<file path="config.mk">
export PLATFORM = sky130hd
export DESIGN_NAME = bpe_ram
export DESIGN_NICKNAME = d
export VERILOG_FILES = /design/src/design/bpe_ram.sv
export SDC_FILE = /design/constraint.sdc
export NUM_CORES = 1
export LEC_CHECK = 0
export BUFFER_PORTS_ARGS = -buffer_cell sky130_fd_sc_hd__buf_4
export CORE_MARGIN = 2
export CORE_UTILIZATION = 60
export DETAILED_ROUTE_END_ITERATION = 8
export GPL_ROUTABILITY_DRIVEN = 0
export PLACE_DENSITY = 0.83
export SKIP_CTS_REPAIR_TIMING = 1
export SYNTH_ARGS = -nofsm -noshare
export SYNTH_HDL_FRONTEND = slang
export SYNTH_SLANG_ARGS = --single-unit
</file>
<file path="constraint.sdc">
create_clock -name clk -period 5.8 [get_ports clk]
set_clock_uncertainty 0.2 [all_clocks]
set_input_delay 1.16 -clock clk [delete_from_list [all_inputs] [get_ports clk]]
set_output_delay 1.16 -clock clk [all_outputs]
set_load 0.005 [all_outputs]
</file>
<file path="src/design/bpe_ram.sv">
// Generic single-port-write, single-port-read RAM with registered read data.
`default_nettype none
module bpe_ram #(
	parameter int WIDTH = 48,
	parameter int DEPTH = 8,
	localparam int AW = (DEPTH > 1) ? $clog2(DEPTH) : 1
) (
	input  wire logic             clk,
	input  wire logic             we,
	input  wire logic [AW-1:0]    waddr,
	input  wire logic [WIDTH-1:0] wdata,
	input  wire logic             re,
	input  wire logic [AW-1:0]    raddr,
	output logic      [WIDTH-1:0] rdata
);
	logic [WIDTH-1:0] mem_q [DEPTH];

	always_ff @(posedge clk) begin
		if (we) mem_q[waddr] <= wdata;
		if (re) rdata <= mem_q[raddr];
	end
endmodule
`default_nettype wire

</file>
Word-level counts from Yosys, hierarchy flattened:

Memory sizes are Yosys's and may differ from the RTL's. A register that Yosys moved wholly into a read port is not among the register bits.
Cells that the tools add are included.

* muxes and demuxes: 2

Operator list (number)
* 1-bit two-way mux: 2

* register bits: 0
* RAM bits: 384
* input port bits: 57
* output and inout bits: 48
* logic and storage cells: 3
* memories: 1

Memory list
* mem_q: depth 8, width 48, read ports 1, clocked after Yosys merged registers in 1, write ports 1, line 16 `logic [WIDTH-1:0] mem_q [DEPTH];`

Longest topological paths before layout:

Gate-level depths: netlist (run 1).

* depth after elaboration: 2
* mapped depth: 5
* mapped depth without buffers: 2

Least setup slack after synthesis (run 1):

OpenSTA, ideal clock, no wires.

* path type: input-to-reg
* from: input port waddr[2]
* to: memory mem_q[0][0], enable pin
* library setup time: 0.513 ns
* arrival time: 4.618 ns
* required time: 5.087 ns
* setup slack: 0.469 ns
* cell stages on the path: 2
* buffers on the path: 0
* cells stage by stage: nand2b_1 > nor3_1

RTL lines
* start: declaration: line 10 `input wire logic [AW-1:0] waddr,`
* end: declaration: line 16

Straight into the memory's write port.

==> results.txt, run 1 <==
----------------------------------------------------
[Floorplanning]
  DIE HEIGHT ... about 170 um
  I/O pins ... between 100 and 150
  Die footprint ... ~28000 um^2
  Initial core utilization ... 61.4%
  Die outline width ... roughly 170 um
  Placeable core region ... between 20000 and 30000 um^2
  Placement Rows ... between 50 and 60

[Timing]
  Final total negative setup slack ... 0 ns
  Tightest slew margin relative to the limit ... between 20% and 30%
  Number of pins with negative max-slew slack in the final report ... 0
  Count of final hold-check violations ... 0
  Final setup viols ... 0
  Highest clock rate ... approximately 310 MHz
  Crit path time final ... about 3.2 ns
  Unrepaired setup endpoints after global routing ... no
  Transition time of the tightest slew-check pin ... around 1.2 ns
  Period Utilization, post-route ... 55.2%

[Drt]
  Detail Route Antenna Nets ... 0
  Via-per-instance ratio ... ~6.1
  Final wirelength ... between 20000 and 30000 um
  Drt pass-1 iters ... 4
  Final routed DRC violation total ... 0
  WL per Instance ... between 20 and 30 um
  Violation count after the first detailed-routing iteration ... between 700 and 800
  Vias after detailed routing ... between 6000 and 7000

[Clock network]
  Clock Path Buffers ... 3
  Root Buffer Master ... clkbuf_16
  Number of buffers added by the clock tree synthesis step ... between 40 and 50
  Clock-pin slew of the registers on the worst-case setup and hold paths ... about 0.060 ns
  Clock latency reported for the late side of the worst-skew pair ... 0.51 ns
  Clock tree from TritonCTS ... built
  # clock sinks ... 432
  CTS H-Tree Depth ... 2

[Synth]
  Area leader, netlist ... edfxtp_1
  Synthesized netlist cell count ... between 600 and 700
  Synth Net Count ... approximately 670
  Share of the yosys chip area belonging to registers ... a little over 80%
  Netlist area before placement ... approximately 16000 um^2
  Largest cells by area after synthesis ... edfxtp_1 81%, mux4_2 13%, mux2_4 3.7%, buf_12 0.62%, mux2_2 0.56%
  Synthesized-area fraction occupied by ao, oa, aoi and oai cells ... 0%
  Area fraction in and, or, nand and nor cells after synthesis ... less than 1%
  Distinct cell type count after synthesis ... 13
  Synthesis Warnings ... 0
  Combinational family with the most area after synthesis ... multiplexers
  Proportion of netlist area held by the largest area contributor ... around four fifths
  Synth Area in XOR/XNOR ... 0%
  Synthesized area divided by synthesized cell count ... approximately 26 um^2
  Adder-cell share of the synthesized area ... 0%
  Proportion of synthesized area in mux cells ... 17.8%
  Seq cells post-synth ... about 430

[Global routing]
  All-Layer GR Usage ... 21.7%
  Number of global-route vias before repair ... about 7300
  Global-route wire length before repair ... between 40000 and 50000 um
  Pin count of the biggest net entering global routing ... 80
  Gr ovfl total ... 0
  Number of antenna violations at the first check in global routing ... 0

[Layout]
  Layout overhead on the synthesized area ... 14.5%
  Final antenna diode count ... 0
  Final Util ... a little over two thirds
  Number of nets in the final layout ... around 800
  Cell Count, Final, Fillers Out ... around 1100
  Share of cells above drive strength 1 ... ~40%
  Area of all placed cells without fillers ... 18400 um^2

[Setup path]
  Kind of cell with the highest combined delay on the critical path ... buffers and inverters
  Largest fanout on the critical path ... between 70 and 80
  Endpoint type of the worst setup path ... flip-flop
  Highest cell delay on the worst timing path ... 0.72 ns
  Buffer and inverter count on the worst path ... 2
  WP data arrival ... between 3 and 4 ns
  Minimum setup slack among reg-to-reg paths ... about 4.1 ns
  Worst setup path class ... in -> reg
  Required time reported for the critical path endpoint ... around 5.9 ns
  Startpoint type of the worst setup path ... input port
  Critical path, cell by cell ... buf_6, buf_4, mux4_2, mux2_4
  Cell with the largest stage delay on the worst path ... buf_6

[Placed design]
  Port buffer count ... between 100 and 150
  Placed standard-cell area ... 17200 um^2
  Detailed placer's ending HPWL ... about 15000 um
  Cell Count Post-Placement ... between 1000 and 1500

[Pwr]
  Peak supply drop ... 0.000246 V
  Leak Pwr ... approximately 6.1 nW
  Power density over the cells ... roughly 350 nW/um^2

[Hold path]
  Hold crit path type ... reg -> reg

[Outcome]
  Result of the run ... finished clean

[Flow run]
  Max-cap violations ... 0

----------------------------------------------------
-- area by class of cell --
cell class	count	area (um^2)
clock buffers	51	1060
clock inverters	21	140
fillers	1458	7770
multi-input cells	157	2980
flip-flops and latches	432	13000
well taps	335	419
repair buffers	115	867
-- power by group --
| group | internal (mW) | switching (mW) | leakage, nW |
|---|---|---|---|
| Clock | 1.38 | 1.04 | 0.583 |
| Combinational | 0.192 | 0.171 | 1.57 |
| Sequential | 3.57 | 0.0371 | 3.96 |
-- synth_stat cells --
library cell	number
clkbuf_1	9
mux2_2	8
mux4_1	3
mux4_2	93
buf_6	1
nand2b_1	3
nand2_1	2
nor2_1	6
nor3_1	2
mux2_4	40
edfxtp_1	432
buf_2	12
buf_12	5
-- final timing paths --
kind | start | cells past startpoint | endpoint
min | mem_q[5][38]$_DFFE_PP_ | 2 | rdata[38]$_DFFE_PP_
max reg2reg | mem_q[5][6]$_DFFE_PP_ | 2 | rdata[6]$_DFFE_PP_
min reg2reg | mem_q[5][38]$_DFFE_PP_ | 2 | rdata[38]$_DFFE_PP_
max | raddr[0] | 4 | rdata[16]$_DFFE_PP_
-- cell families after synthesis --
| kind of cell | Yosys count |
|---|---|
| buf+inv | 27 |
| mux | 144 |
| flops | 432 |
| simple gates | 13 |
-- registers in the layout (all words and copies together) (netlist names) --
register	cells
rdata	48
mem_q	384
-- tightest hold or removal path: cells and delay by family, from the launching register on --
| family | cells | cell delay, ns |
|---|---|---|
| flops | 1 | 0.31 |
| mux | 2 | 0.34 |
-- cells in the final DEF, fill, tap and decap left out, drive strengths merged --
cell type  instances
bufinv             2
clkbuf            51
mux2              48
clkinv            18
edfxtp           432
buf              115
mux4              96
nor3               2
nand2b             3
nor2               6
nand2              2
clkinvlp           1
-- layer usage --
| metal | routed length, um | up-vias | GRT usage (%) | share of wire [%] |
|---|---|---|---|---|
| met3 | 1980 | 45 | 4.23 | 6.6 |
| met4 | 590 | 0 | 5.33 | 2.0 |
| met5 | 0 | - | 0 | 0 |
| met2 | 15500 | 262 | 37.2 | 52 |
| li1 | - | 2906 | - | - |
| met1 | 11800 | 3605 | 29.5 | 40 |
-- stage by stage --
stage          total power, mW  hold WS [ns]  setup slack, ns
3_3_place_gp              4.01         0.529             2.08
2_1_floorplan             3.87         0.521            0.469
3_5_place_dp              4.04         0.537             2.03
6_report                  6.39         0.550             2.60
5_1_grt                   6.59         0.565             2.41
4_1_cts                   6.43         0.553             2.54
Power figures use the tool's default switching activity.
==> run 2, diff against run 1 <==
==> constraint.sdc (replaced) <==
create_clock -name clk -period 3.1 [get_ports clk]
set_clock_uncertainty 0.2 [all_clocks]
set_input_delay 0.62 -clock clk [delete_from_list [all_inputs] [get_ports clk]]
set_output_delay 0.62 -clock clk [all_outputs]
set_load 0.005 [all_outputs]
==> run 2 against run 1 <==
Net effect:
- sequential power is 87% higher
- first-iteration DRC count is 20% lower
- design area rose by 1.4%
- critical endpoint is now rdata[25]$_DFFE_PP_
- critical path depth is the same
- global-route usage grew 1.1 points
- die area unchanged
- hold slack got worse by 0.44 ns
- utilization increased by 0.97 points
- critical path type unchanged
- setup slack worse by 1.6 ns
- wire length grew 4.3%
- clock power is 91% higher
- cell count grew 0.72%
==> results.txt, run 2 (synthesized netlist as in run 1, its figures left out) <==
----------------------------------------------------
[Outcome]
  Result of the run ... finished clean (unchanged)

[Pwr]
  Peak supply drop ... 0.000493 V (was 0.000246 V)
  Total power ... 12.1 mW (was 6.39 mW)
  Power density over the cells ... 646 nW/um^2 (was 347 nW/um^2)
  Leak Pwr ... 6.21 nW (was 6.11 nW)

[Setup path]
  Largest fanout on the critical path ... 26 (was 72)
  Worst setup path class ... in -> reg (unchanged)
  Startpoint of the worst setup timing path ... raddr[0] (unchanged)
  Required time reported for the critical path endpoint ... 3.19 ns (was 5.86 ns)
  Startpoint type of the worst setup path ... input port (unchanged)
  Endpoint type of the worst setup path ... flip-flop (unchanged)
  WP data arrival ... 2.14 ns (was 3.26 ns)
  Beginning of the worst register-to-register path ... mem_q[5][35]$_DFFE_PP_ (was mem_q[5][6]$_DFFE_PP_)

[Timing]
  Transition time of the tightest slew-check pin ... 0.878 ns (was 1.15 ns)
  Number of pins with negative max-slew slack in the final report ... 0 (unchanged)
  Period Utilization, post-route ... between 60% and 70%
  Unrepaired setup endpoints after global routing ... no (unchanged)
  Tightest slew margin relative to the limit ... 41.4% (was 23.1%)
  Highest clock rate ... a little under 500 MHz
  Count of final hold-check violations ... 0 (unchanged)
  Final setup viols ... 0 (unchanged)
  Crit path time final ... around 2.1 ns

[Clock network]
  Number of buffers added by the clock tree synthesis step ... 41 (unchanged)
  # clock sinks ... 432 (unchanged)
  Clock tree from TritonCTS ... built (unchanged)
  Clock-pin slew of the registers on the worst-case setup and hold paths ... 0.06 ns (about the same)
  Clock Path Buffers ... 3 (unchanged)
  Root Buffer Master ... clkbuf_16 (unchanged)
  CTS H-Tree Depth ... 2 (unchanged)
  Clock latency reported for the late side of the worst-skew pair ... 0.53 ns (was 0.51 ns)

[Drt]
  WL per Instance ... 27.9 um (was 26.9 um)
  Vias after detailed routing ... 6888 (was 6818)
  Final routed DRC violation total ... 0 (unchanged)
  Final wirelength ... 31200 um (was 29900 um)
  Detail Route Antenna Nets ... 0 (unchanged)
  Drt pass-1 iters ... 5 (was 4)
  Via-per-instance ratio ... 6.16 (was 6.14)
  Violation count after the first detailed-routing iteration ... 616 (was 773)

[Layout]
  Sequential cell area ... 13000 um^2 (unchanged)
  Layout overhead on the synthesized area ... 16.1% (was 14.5%)
  Max reg flops ... 384 (unchanged)
  Number of nets in the final layout ... 810 (was 804)
  # fillers ... 1413 (was 1458)
  Registers with the most flip-flops ... mem_q x384, rdata x48 (unchanged)
  Commonest non-fill, non-tap cell in the layout ... edfxtp_1 (unchanged)
  Share of cells above drive strength 1 ... 41.1% (was 40.2%)
  Register with the most flip-flops ... mem_q (unchanged)
  Area of all placed cells without fillers ... 18700 um^2 (was 18400 um^2)
  Area occupied by multi-input gates ... 2990 um^2 (was 2980 um^2)
  Highest-count cells in the layout ignoring fill and taps ... 432 x edfxtp_1, 107 x buf_4, 93 x mux4_2, 43 x clkbuf_16, 40 x mux2_4 (was 432 x edfxtp_1, 114 x buf_4, 93 x mux4_2, 41 x clkbuf_16, 40 x mux2_4)

[Placed design]
  Port buffer count ... 104 (unchanged)
  Detailed placer's ending HPWL ... 15400 um (about the same)
  Placed standard-cell area ... 17500 um^2 (was 17200 um^2)

[Floorplanning]
  Die footprint ... 28200 um^2 (unchanged)
  I/O pins ... 105 (unchanged)
  Placement Rows ... 59 (unchanged)
  Initial core utilization ... 61.4% (unchanged)
  DIE HEIGHT ... 168 um (unchanged)
  Placeable core region ... 26200 um^2 (unchanged)
  Die outline width ... 168 um (unchanged)

[Global routing]
  Number of antenna violations at the first check in global routing ... 1 (was 0)
  Pin count of the biggest net entering global routing ... 97 (was 80)
  Global-route wire length before repair ... 46500 um (was 44700 um)
  All-Layer GR Usage ... 22.8% (was 21.7%)
  Number of global-route vias before repair ... 7568 (was 7296)
  Gr ovfl total ... 0 (unchanged)

[Flow run]
  Max-cap violations ... 0 (unchanged)

[Hold path]
  Startpoint of the tightest hold check path ... wdata[15] (was mem_q[5][38]$_DFFE_PP_)
  Hold crit path type ... in -> reg (was reg -> reg)

----------------------------------------------------
run 2: cell count changes in the layout (fill, tap and decap cells not counted), sizes merged:
cell / previous run / this run
bufinv: 2 / 1
clkinv: 18 / 16
clkbuf: 51 / 54
buf: 115 / 121
inv: 0 / 1
diode: 0 / 1
run 2: worst max-delay path: stages:
cell    delay (ns)
buf_6         0.33
buf_4         0.32
mux4_2        0.55
mux2_4        0.28
run 2: final cells by class:
type	count	share of cell area, %
clock inverter	19	0.629
clock buffer	54	5.98
timing repair buffer	121	5.75
multi-input combinational	157	16.0
antenna	1	0.0134
tap	335	2.24
sequential	432	69.4
run 2: through the flow:
stage,hold WS (ns),setup TNS [ns],setup slack [ns],util [%],cells
floorplan,0.519,-102.04,-0.404,-,616
detailed placement,0.547,0,0.478,66.6,1045
finish,0.113,0,1.05,71.3,1119
global placement,0.526,0,0.549,66.6,1045
CTS,0.0962,0,1.01,71.3,1118
global route,0.107,0,0.954,71.3,1118
run 2: path summary, 6_finish.rpt:
| path | slack, ns | cells after the start | endpoint |
|---|---|---|---|
| max | 1.05 | 4 | rdata[25]$_DFFE_PP_ |
| min | 0.11 | 1 | mem_q[3][15]$_DFFE_PP_ |
| max reg2reg | 1.41 | 2 | rdata[35]$_DFFE_PP_ |
| min reg2reg | 0.55 | 2 | rdata[43]$_DFFE_PP_ |
run 2: report_power, final:
part           switching, mW  internal (mW)
Combinational          0.330          0.378
Sequential            0.0725           6.68
Clock                   2.01           2.62
Total                   2.41           9.67
run 2: routing by layer:
metal,vias to the layer above,track usage (%),wire length (um)
met3,63,4.28,2140
met5,-,0,0
met2,277,39.5,16500
li1,2913,-,-
met4,0,7.37,702
met1,3635,29.9,11900
