<file path="src/design/bpe_pkg.sv">
// Shared constants, types and helper functions of the Bezier point evaluator.
`default_nettype none
package bpe_pkg;
	localparam int MAX_POINTS = 8;
	localparam int IDX_W      = $clog2(MAX_POINTS);
	localparam int CNT_W      = $clog2(MAX_POINTS + 1);
	localparam int T_W        = 17;
	localparam int COORD_W    = 24;
	localparam int PT_W       = 2 * COORD_W;
	localparam int STEP_W     = 17;
	localparam int TS_W       = 16;
	localparam int PC_W       = 4;
	localparam int SLOT_W     = 3;
	localparam int CFG_IDX_W  = 2;
	localparam int CFG_DATA_W = 16;
	localparam int BINOM_W    = MAX_POINTS;
	localparam int W_W        = BINOM_W + T_W;
	localparam int PROD_W     = W_W + 1 + COORD_W;
	localparam int ACC_W      = PROD_W + IDX_W;

	typedef logic [T_W-1:0] frac_t;
	typedef logic signed [COORD_W-1:0] coord_t;
	typedef logic [1:0] status_t;
	typedef logic [CFG_IDX_W-1:0] cfg_idx_t;

	localparam status_t ST_OK        = 2'd0;
	localparam status_t ST_BAD_STEP  = 2'd1;
	localparam status_t ST_NO_POINTS = 2'd2;
	localparam status_t ST_ONE_POINT = 2'd3;

	localparam logic MODE_LOAD = 1'b0;
	localparam logic MODE_EVAL = 1'b1;

	localparam cfg_idx_t CFG_POINT_COUNT = 2'd0;
	localparam cfg_idx_t CFG_TOTAL_STEPS = 2'd1;
	localparam cfg_idx_t CFG_EASE_MODE   = 2'd2;

	localparam frac_t T_ONE  = frac_t'(65536);
	localparam frac_t T_HALF = frac_t'(32768);

	localparam int BTAB_W = MAX_POINTS * MAX_POINTS * BINOM_W;

	// Pascal triangle, row n holds C(n, i)
	function automatic logic [BTAB_W-1:0] build_binom();
		logic [BTAB_W-1:0] tab;
		int r [MAX_POINTS];
		tab = '0;
		for (int k = 0; k < MAX_POINTS; k++) r[k] = 0;
		r[0] = 1;
		for (int n = 0; n < MAX_POINTS; n++) begin
			for (int i = n; i >= 1; i--) r[i] = r[i] + r[i-1];
			for (int i = 0; i <= n; i++)
				tab[(n * MAX_POINTS + i) * BINOM_W +: BINOM_W] = BINOM_W'(r[i]);
		end
		return tab;
	endfunction

	localparam logic [BTAB_W-1:0] BINOM_TAB = build_binom();

	function automatic logic [BINOM_W-1:0] binom(input logic [IDX_W-1:0] n,
			input logic [IDX_W-1:0] i);
		return BINOM_TAB[(int'(n) * MAX_POINTS + int'(i)) * BINOM_W +: BINOM_W];
	endfunction

	// round half up out of Q.16 weights, then clamp to the coordinate range
	function automatic coord_t round_sat(input logic signed [ACC_W-1:0] acc);
		logic signed [ACC_W-1:0] biased;
		logic signed [ACC_W-17:0] q;
		biased = acc + $signed(ACC_W'(32768));
		q = biased[ACC_W-1:16];
		if (q > $signed((ACC_W-16)'(8388607)))
			return coord_t'(24'h7FFFFF);
		else if (q < $signed((ACC_W-16)'(-8388608)))
			return coord_t'(24'h800000);
		else
			return coord_t'(q[COORD_W-1:0]);
	endfunction
endpackage
`default_nettype wire

</file>
<file path="src/design/bpe_div.sv">
// Radix-2 restoring divider for t = k * 65536 / total_steps, k <= total_steps.
`default_nettype none
module bpe_div (
	input  wire logic                      clk,
	input  wire logic                      arst_n,
	input  wire logic                      start,
	input  wire logic [bpe_pkg::TS_W-1:0]  num,
	input  wire logic [bpe_pkg::TS_W-1:0]  den,
	output logic                           done,
	output bpe_pkg::frac_t                 quot
);
	import bpe_pkg::*;

	logic              busy_q;
	logic              eq_q;
	logic [4:0]        cnt_q;
	logic [TS_W-1:0]   rem_q;
	logic [TS_W-1:0]   den_q;
	frac_t             quot_q;
	logic              done_q;
	logic [TS_W:0]     rem2;
	logic              ge;
	logic [TS_W:0]     diff;

	assign rem2 = {rem_q, 1'b0};
	assign ge   = rem2 >= {1'b0, den_q};
	assign diff = rem2 - {1'b0, den_q};

	always_ff @(posedge clk or negedge arst_n) begin
		if (!arst_n) begin
			busy_q <= 1'b0;
			done_q <= 1'b0;
			cnt_q  <= '0;
			eq_q   <= 1'b0;
		end else begin
			done_q <= 1'b0;
			if (start) begin
				busy_q <= 1'b1;
				eq_q   <= (num == den);
				cnt_q  <= 5'd16;
				rem_q  <= num;
				den_q  <= den;
				quot_q <= '0;
			end else if (busy_q) begin
				if (eq_q) begin
					// k equal to the step count: t is exactly one
					quot_q <= T_ONE;
					busy_q <= 1'b0;
					done_q <= 1'b1;
				end else begin
					rem_q  <= ge ? diff[TS_W-1:0] : rem2[TS_W-1:0];
					quot_q <= {quot_q[T_W-2:0], ge};
					cnt_q  <= cnt_q - 5'd1;
					if (cnt_q == 5'd1) begin
						busy_q <= 1'b0;
						done_q <= 1'b1;
					end
				end
			end
		end
	end

	assign done = done_q;
	assign quot = quot_q;
endmodule
`default_nettype wire

</file>
<file path="config.mk">
export PLATFORM = sky130hd
export DESIGN_NAME = bpe_div
export DESIGN_NICKNAME = d
export VERILOG_FILES = /design/src/design/bpe_pkg.sv /design/src/design/bpe_div.sv
export SDC_FILE = /design/constraint.sdc
export NUM_CORES = 1
export LEC_CHECK = 0
export BUFFER_PORTS_ARGS = -buffer_cell sky130_fd_sc_hd__buf_2
export CAP_MARGIN = 20
export CORE_MARGIN = 4
export CORE_UTILIZATION = 62
export CTS_CLUSTER_SIZE = 30
export DETAILED_ROUTE_END_ITERATION = 6
export PLACE_DENSITY = 0.95
export RECOVER_POWER = 50
export SETUP_SLACK_MARGIN = 0.02
export SLEW_MARGIN = 20
export SYNTH_ARGS = -nofsm -noshare
export SYNTH_HDL_FRONTEND = slang
export SYNTH_SLANG_ARGS = --single-unit
</file>
<file path="constraint.sdc">
create_clock -name clk -period 4.6 [get_ports clk]
set_input_delay 0.92 -clock clk [delete_from_list [all_inputs] [get_ports clk]]
set_output_delay 0.92 -clock clk [all_outputs]
set_load 0.1 [all_outputs]
</file>
**After elaboration in Yosys (flattened, before gate mapping)**

Index checks and enable logic that the tools add are counted.

- Word-level logic and storage cells: 34
- Latch bits: 0
- Bits of input ports: 35
- ROM bits: 0
- Register bits after elaboration: 57
- Bits in writable memories: 0
- Memories kept: 0

- Multiplexer cells: 17
- Add/subtract/negate cells: 2
- Bitwise gates (word level): 0
- Multipliers: 0
- Div/mod/pow operators: 0
- Equal/unequal tests: 3
- $lt $le $gt $ge: 1
- Shift-type cells: 0
- Reduce and logical (&&, ||, !) cells: 4

Operators by type and width:

| operator | count |
|---|---|
| $mux 16 | 4 |
| $mux 17 | 2 |
| $ge 17x16->1 | 1 |
| $eq 16x16->1 | 1 |
| $sub 16x16->16 | 1 |
| $mux 5 | 3 |
| $mux 1 | 8 |
| $eq 5x1->1 const B | 1 |
| $sub 5x1->5 const B | 1 |
| $reduce_and 2->1 | 2 |
| $reduce_and 3->1 | 1 |
| $ne 2x2->1 const B | 1 |
| $reduce_bool 2->1 | 1 |

**Logic depth before layout (Yosys ltp)**

Gate-level depths: netlist of the first run.

- Depth in word-level cells: 5
- Gate-level depth with buffers: 12

**Worst setup path before layout of the first run**

OpenSTA, ideal clock, no wires.

- Path type: input port to flip-flop
- Start: input start
- End: register rem_q[0] (enable)
- Buffers on the path: 1
- Library setup time: 0.414 ns
- Data arrival time: 2.463 ns
- Stages: 3
- Data required time: 4.186 ns
- Setup slack: 1.723 ns
- Path through: clkinv_1 > buf_2 > a21boi_0

- Longest elaborated chain between the ends: 2
- Elaborated cells on any way between the ends: 3

RTL lines:

| element | line | text |
|---|---|---|
| start: declaration | bpe_div.sv:6 | `input wire logic start,` |
| $ne 2x2->1 (no source line) / $reduce_bool 2->1 (equally long branches) | n/a |  |
| $reduce_and 3->1 (no source line) * | n/a |  |
| end signal: assignment | bpe_div.sv:41 | `rem_q <= num;` |
| end signal: assignment | bpe_div.sv:51 | `rem_q <= ge ? diff[TS_W-1:0] : rem2[TS_W-1:0];` |
| end: declaration | bpe_div.sv:17 | `logic [TS_W-1:0] rem_q;` |

Every way passes the cells marked *; elsewhere a longest branch is shown, timed or not.
A chain may end at the register's enable or synchronous reset.

**Final worst setup path of the first run**

- Start: input start
- End: register rem_q[9] (enable)

Same word-level chain as after synthesis.

==> results.cfg, run 1 <==
[outcome]
outcome = complete, but fails checks
failed_checks = max-capacitance violations, max-slew violations

[clocking]
ctsResizeCount = 0
clock_sinks = 57
post_cts_buffers = 0
number_of_hold_buffers_added_after_cts = 0
master_cell_of_the_clock_root_buffer = clkbuf_8
clk_latency_ns = 0.35
cts_max_path_buffers = 2
htreeDepth = 3
clkTransAtPathRegs_ns = 0.07
tritoncts = yes
cts_buffers = 9

[synth]
postSynth.topFlopCell = edfxtp_1
netlist_instances = 347
synth.distinct_cells = 55
async_set_reset_flop_share_out_of_synthesis_pct = 14.0
synth_top_area_share_pct = 42.1
synth-edff-count = 49
ys_seq_area_share_pct = 47.8
synthMostInstantiatedCell = edfxtp_1
netlist_top_cells_count = edfxtp_1 (49), nor2_1 (41), a21oi_1 (27), nand2_1 (24), xnor2_1 (23)
avgSynthCellArea_um2 = 10.1
synth.area.top_cells = edfxtp_1 (42%), ha_1 (6.4%), xnor2_1 (5.8%)
syn_nets = 401
postSynthRegisterBits = 57
synth_top_cell_by_area = edfxtp_1
yosysWarningCount = 0
netlist_area_um2 = 3500

[power]
power_per_cell_area_nw_per_um2 = 447
p_leak_nw = 1.59
worst_supply_voltage_drop_on_vdd_mv = 0.331
power_mw = 1.79

[place]
placement.cell_area_um2 = 3790
port_buffers = 52
gpl.final_weighted_congestion = 0.988
detailedPlacementHpwl_um = 5990

[setup_path]
crit_path_start_kind = input port
worst_r2r_endpoint = rem_q[11]
path_class = in2reg
endpoint_kind = flop
start_of_the_worst_register_to_register_path = rem_q[5]
arrival_ns = 3.53
worst-endpoint-required_ns = 4.65
crit_fanout = 38
timing.reg2reg.setup_slack_ns = 1.46
worst_r2r_path_depth = 8

[routing]
drt_drc_violations_left = 0
wl_met2_um = 4010
ant_nets = 0
met3WireLength_um = 832
drt_iter0_drc = 378
avgRoutedWirePerCell_um = 18.3
wl_met1_um = 3480
drt_pre_antenna_iters = 5
detail_route.wirelength_um = 8710
highest-signal-layer = met4
via_count = 2976
route.detailed.vias_per_inst = 6.24

[sta]
timing_max_transition_violations_final = 39
totalNegativeSetupSlack_ns = 0
fin_skew_ns = 0.00672
finalSetupViolCount = 0
slew_at_the_pin_with_the_worst_max_slew_slack_ns = 1.66
final_period_minus_worst_setup_slack_ns = 3.49
finalHoldViolations = 0
timing.slew.headroom_pct = -10.5
achievable-frequency_ghz = 0.287
grt_setup_unrepaired = false
timing.final.crit_share_pct = 75.8

[finish]
synthToLayoutAreaGrowth_pct = 14.1
n_fill_cell = 390
final_area_um2 = 3990
num-nets-final = 454
layout-drive-gt1-share_pct = 14.1
antennaDiodeCount = 0

[grt]
grt_first_pass_wirelength_um = 13900
grt_util_all_layers_pct = 25.3
grt_start_max_net_pins = 39
grt_overflow_total = 0
antenna_found_initial = 0
vias_in_the_first_global_route = 2924

[flow_run]
max_cap_violations = 1

[floorplanning]
initial_core_util_pct = 63.9
floorplan.die_area_um2 = 6900
std_cell_rows = 27
core_um2 = 5470
floorplan_die_height_um = 83.1
design.portCount = 53
dieWidth_um = 83.1

[worst_hold_path]
worst_hold_path.num_cells = 2
worst_hold_path.endpoint = cnt_q[4]
tightest_hold_check_type = reg2reg
min_from = cnt_q[4]
cell type report:
class | instances | area, um2 | area share [%]
inverter | 21 | 78.8 | 1.98
timing repair buffer | 56 | 260 | 6.52
tap | 72 | 90.1 | 2.26
clock buffer | 9 | 124 | 3.10
clock inverter | 7 | 101 | 2.54
multi-input combinational | 255 | 1660 | 41.7
sequential | 57 | 1670 | 41.9
placed cells by master, fill, tap and decap left out, types with 2 or more instances in the layout:
| cell | synthesis | final |
|---|---|---|
| nor4_1 | 3 | 3 |
| o31ai_1 | 4 | 4 |
| xor2_1 | 2 | 2 |
| mux2_2 | 2 | 2 |
| or3_1 | 3 | 3 |
| nor4b_1 | 3 | 3 |
| nor3_1 | 9 | 9 |
| inv_1 | 20 | 20 |
| nor2b_1 | 19 | 19 |
| edfxtp_1 | 49 | 49 |
| bufinv_16 | 0 | 2 |
| ha_1 | 18 | 18 |
| nand3b_1 | 2 | 2 |
| nand4_1 | 7 | 7 |
| and3_1 | 3 | 3 |
| clkinvlp_4 | 0 | 2 |
| inv_6 | 0 | 2 |
| buf_4 | 2 | 2 |
| xnor2_1 | 23 | 23 |
| nor2_1 | 41 | 41 |
| clkbuf_8 | 1 | 9 |
| o31a_1 | 2 | 2 |
| a21oi_1 | 27 | 27 |
| a21boi_0 | 3 | 2 |
| a31oi_1 | 8 | 8 |
| nand3_1 | 3 | 3 |
| o21ai_0 | 11 | 11 |
| a211oi_1 | 5 | 5 |
| mux2i_1 | 2 | 2 |
| nand2_1 | 24 | 24 |
| a21o_1 | 3 | 3 |
| dfrtp_1 | 8 | 8 |
| o21a_1 | 8 | 8 |
| buf_2 | 2 | 34 |
| nand2b_1 | 2 | 2 |
| clkbuf_1 | 5 | 20 |
per-stage QoR:
stage	setup slack [ns]	cells	util (%)	hold WS [ns]
after global routing	0.958	477	72.9	0.563
after floorplan	1.72	347	-	0.488
after global placement	1.66	461	69.3	0.506
final	1.11	477	72.9	0.548
after CTS	1.52	477	73.5	0.556
after detailed placement	1.56	461	69.3	0.535
worst max path at each step:
stage              from  depth (start not counted)  slack (ns)        to
3_5_place_dp   rem_q[5]                          8        1.56  rem_q[1]
3_3_place_gp   rem_q[4]                          8        1.66  rem_q[1]
2_1_floorplan     start                          3        1.72  rem_q[0]
6_report          start                          5        1.11  rem_q[9]
5_1_grt           start                          5        0.96  rem_q[7]
4_1_cts        rem_q[5]                          8        1.52  rem_q[1]
power breakdown:
part	switching, mW	internal, mW	total (mW)
sequential	0.0474	0.637	0.685
combinational	0.368	0.197	0.564
clock	0.227	0.309	0.536
routing by layer:
metal / vias to the layer above / GRT usage, %
li1: 1362 / -
met1: 1387 / 31.8
met2: 186 / 39.6
met3: 41 / 7.64
met4: 0 / 12.6
met5: - / 0
state kept, by name, indices dropped and copies added, names as in the netlist:
register and cells:
rem_q 16, eq_q 1, quot 17, done 1, busy_q 1, cnt_q 5
den_q 16
kinds of logic (layout without fill, tap and decap cells):
group / count (synthesis) / in the layout / share of synthesized area (%)
compound gates: 82 / 82 / 15.0
flops: 57 / 57 / 47.8
fa+ha+maj: 19 / 19 / 7.02
xor+xnor: 25 / 25 / 6.26
buf+inv: 35 / 93 / 4.58
simple gates: 125 / 125 / 18.1
mux: 4 / 4 / 1.22
critical path: stages:
cell and delay, ns:
buf_2 0.07, clkbuf_1 1.19, clkinv_1 0.33, a21boi_1 0.67, buf_4 0.33
(Power assumes the default switching activity.)
==> run 2: changes to the inputs <==
Settings changed: CORE_UTILIZATION 62 to 57, PLACE_DENSITY 0.95 to 0.89.
Clock period 4.6 ns to 3.4 ns, I/O delays scaled along.
==> run 2 against run 1 <==
The run now ends clean. Flip-flop and latch count unchanged. Sequential power rose by 35%. Final cell count increased by 1.0%. Clock power is 57% higher. Critical path type is now reg2reg. Highest routed layer unchanged.
==> results.cfg, run 2 (synthesis results as in run 1) <==
[finish]
num-nets-final = 456
multiInputGateArea_um2 = 1660
finish.cell_count_without_fillers = 482
n_fill_cell = 430
synthToLayoutAreaGrowth_pct = 15.5
layout-drive-gt1-share_pct = 13.8
final_area_um2 = 4040
antennaDiodeCount = 0
final_util_pct = 68.2
layout.cells.most_common_list = edfxtp_1 (49), nor2_1 (41), buf_2 (34)
final_common_cell = edfxtp_1
seq_area_um2 = 1670
max_reg_flops = 17

[sta]
grt_setup_unrepaired = false
finalHoldViolations = 0
timing_max_transition_violations_final = 0
timing.slew.headroom_pct = 7.07
setup_ws_ns = 0.313
achievable-frequency_ghz = 0.324
finalSetupViolCount = 0
totalNegativeSetupSlack_ns = 0
finalHoldWorstSlack_ns = 0.570
fin_skew_ns = 0.00935
timing.final.crit_share_pct = 90.8
slew_at_the_pin_with_the_worst_max_slew_slack_ns = 1.39
final_period_minus_worst_setup_slack_ns = 3.09

[place]
placement.cell_area_um2 = 3810
port_buffers = 52
detailedPlace.worstSlack_ns = 0.436
detailedPlacementHpwl_um = 5850
placedCellCount = 466
gpl.final_weighted_congestion = 0.900

[clocking]
number_of_hold_buffers_added_after_cts = 0
clock_sinks = 57
post_cts_buffers = 0
clk_latency_ns = 0.34
tritoncts = yes
cts_max_path_buffers = 2
clkTransAtPathRegs_ns = 0.07
master_cell_of_the_clock_root_buffer = clkbuf_8
htreeDepth = 3
ctsResizeCount = 0
cts_buffers = 9

[worst_hold_path]
worst_hold_path.num_cells = 1
tightest_hold_check_type = in2reg
min_from = den[13]
worst_hold_path.endpoint = den_q[13]

[floorplanning]
floorplan.die_area_um2 = 7450
core_um2 = 5920
floorplan_die_height_um = 86.3
design.portCount = 53
initial_core_util_pct = 59.0
std_cell_rows = 28
dieWidth_um = 86.3

[setup_path]
crit_path_start_kind = flop
arrival_ns = 3.14
path_common_cell = o21ai_0
critical_path_depth_in_cells = 8
start_of_the_worst_register_to_register_path = rem_q[5]
path_class = reg2reg
worst_r2r_path_depth = 8
timing.critical_path.slowest_stage_cell = o21ai_1
critPathMaxStageDelay_ns = 0.86
timing.reg2reg.setup_slack_ns = 0.31
worst-endpoint-required_ns = 3.46
crit_fanout = 13
timing.critical_path.buf_inv = 0
worst_r2r_endpoint = rem_q[11]
cells_along_the_critical_path = ha_1 > a21oi_1 > o21ai_0 > a22o_1 > a211oi_1 > o21ai_1 > mux2i_1 > o21ai_0
endpoint_kind = flop
cp_top_family = compound AO/OA/AOI/OAI gates

[power]
worst_supply_voltage_drop_on_vdd_mv = 0.486
power_per_cell_area_nw_per_um2 = 623
p_leak_nw = 1.62
power_mw = 2.52

[routing]
detail_route.wirelength_um = 8360
drt_drc_violations_left = 0
avgRoutedWirePerCell_um = 17.3
route.detailed.vias_per_inst = 6.07
drt_iter0_drc = 459
via_count = 2927
ant_nets = 0
drt_pre_antenna_iters = 7

[flow_run]
max_cap_violations = 0

[grt]
grt_overflow_total = 0
vias_in_the_first_global_route = 2892
antenna_found_initial = 0
grt_first_pass_wirelength_um = 13800
grt_start_max_net_pins = 27
grt_util_all_layers_pct = 24.2

[outcome]
outcome = completed
[run 2: worst max path at each step]
stage	from	end
final	rem_q[5]	rem_q[11]
after floorplan	start	rem_q[0]
after detailed placement	rem_q[5]	rem_q[10]
after CTS	rem_q[5]	rem_q[10]
after global placement	rem_q[5]	rem_q[10]
after global routing	rem_q[5]	rem_q[11]
[run 2: final cells by class]
type | count | share of cell area (%)
inverter | 21 | 1.95
timing repair buffer | 58 | 6.72
clock buffer | 11 | 3.25
clock inverter | 5 | 3.16
tap | 75 | 2.32
multi-input combinational | 255 | 41.2
sequential | 57 | 41.4
[run 2: routing by layer]
metal | part of all wire, % | wire length, um | up-vias | global-route usage, %
met4 | 2.4 | 199 | 0 | 9.92
met1 | 43 | 3570 | 1401 | 32.4
met2 | 48 | 4000 | 139 | 37.6
li1 | - | - | 1366 | -
met3 | 7.0 | 583 | 21 | 6.27
met5 | 0 | 0 | - | 0
[run 2: report_power, final]
group	switching (mW)	total [mW]	leakage (nW)	internal, mW
Combinational	0.485	0.751	0.916	0.267
Sequential	0.0609	0.923	0.577	0.862
Clock	0.279	0.840	0.124	0.562
[run 2: worst reg2reg max path, delay by kind of cell, from the launching register on]
kind                     cells  cell delay, ns
multiplexers                 1            0.29
AO/OA/AOI/OAI                6            1.73
flip-flops                   1            0.39
adder cells (fa/ha/maj)      1            0.40
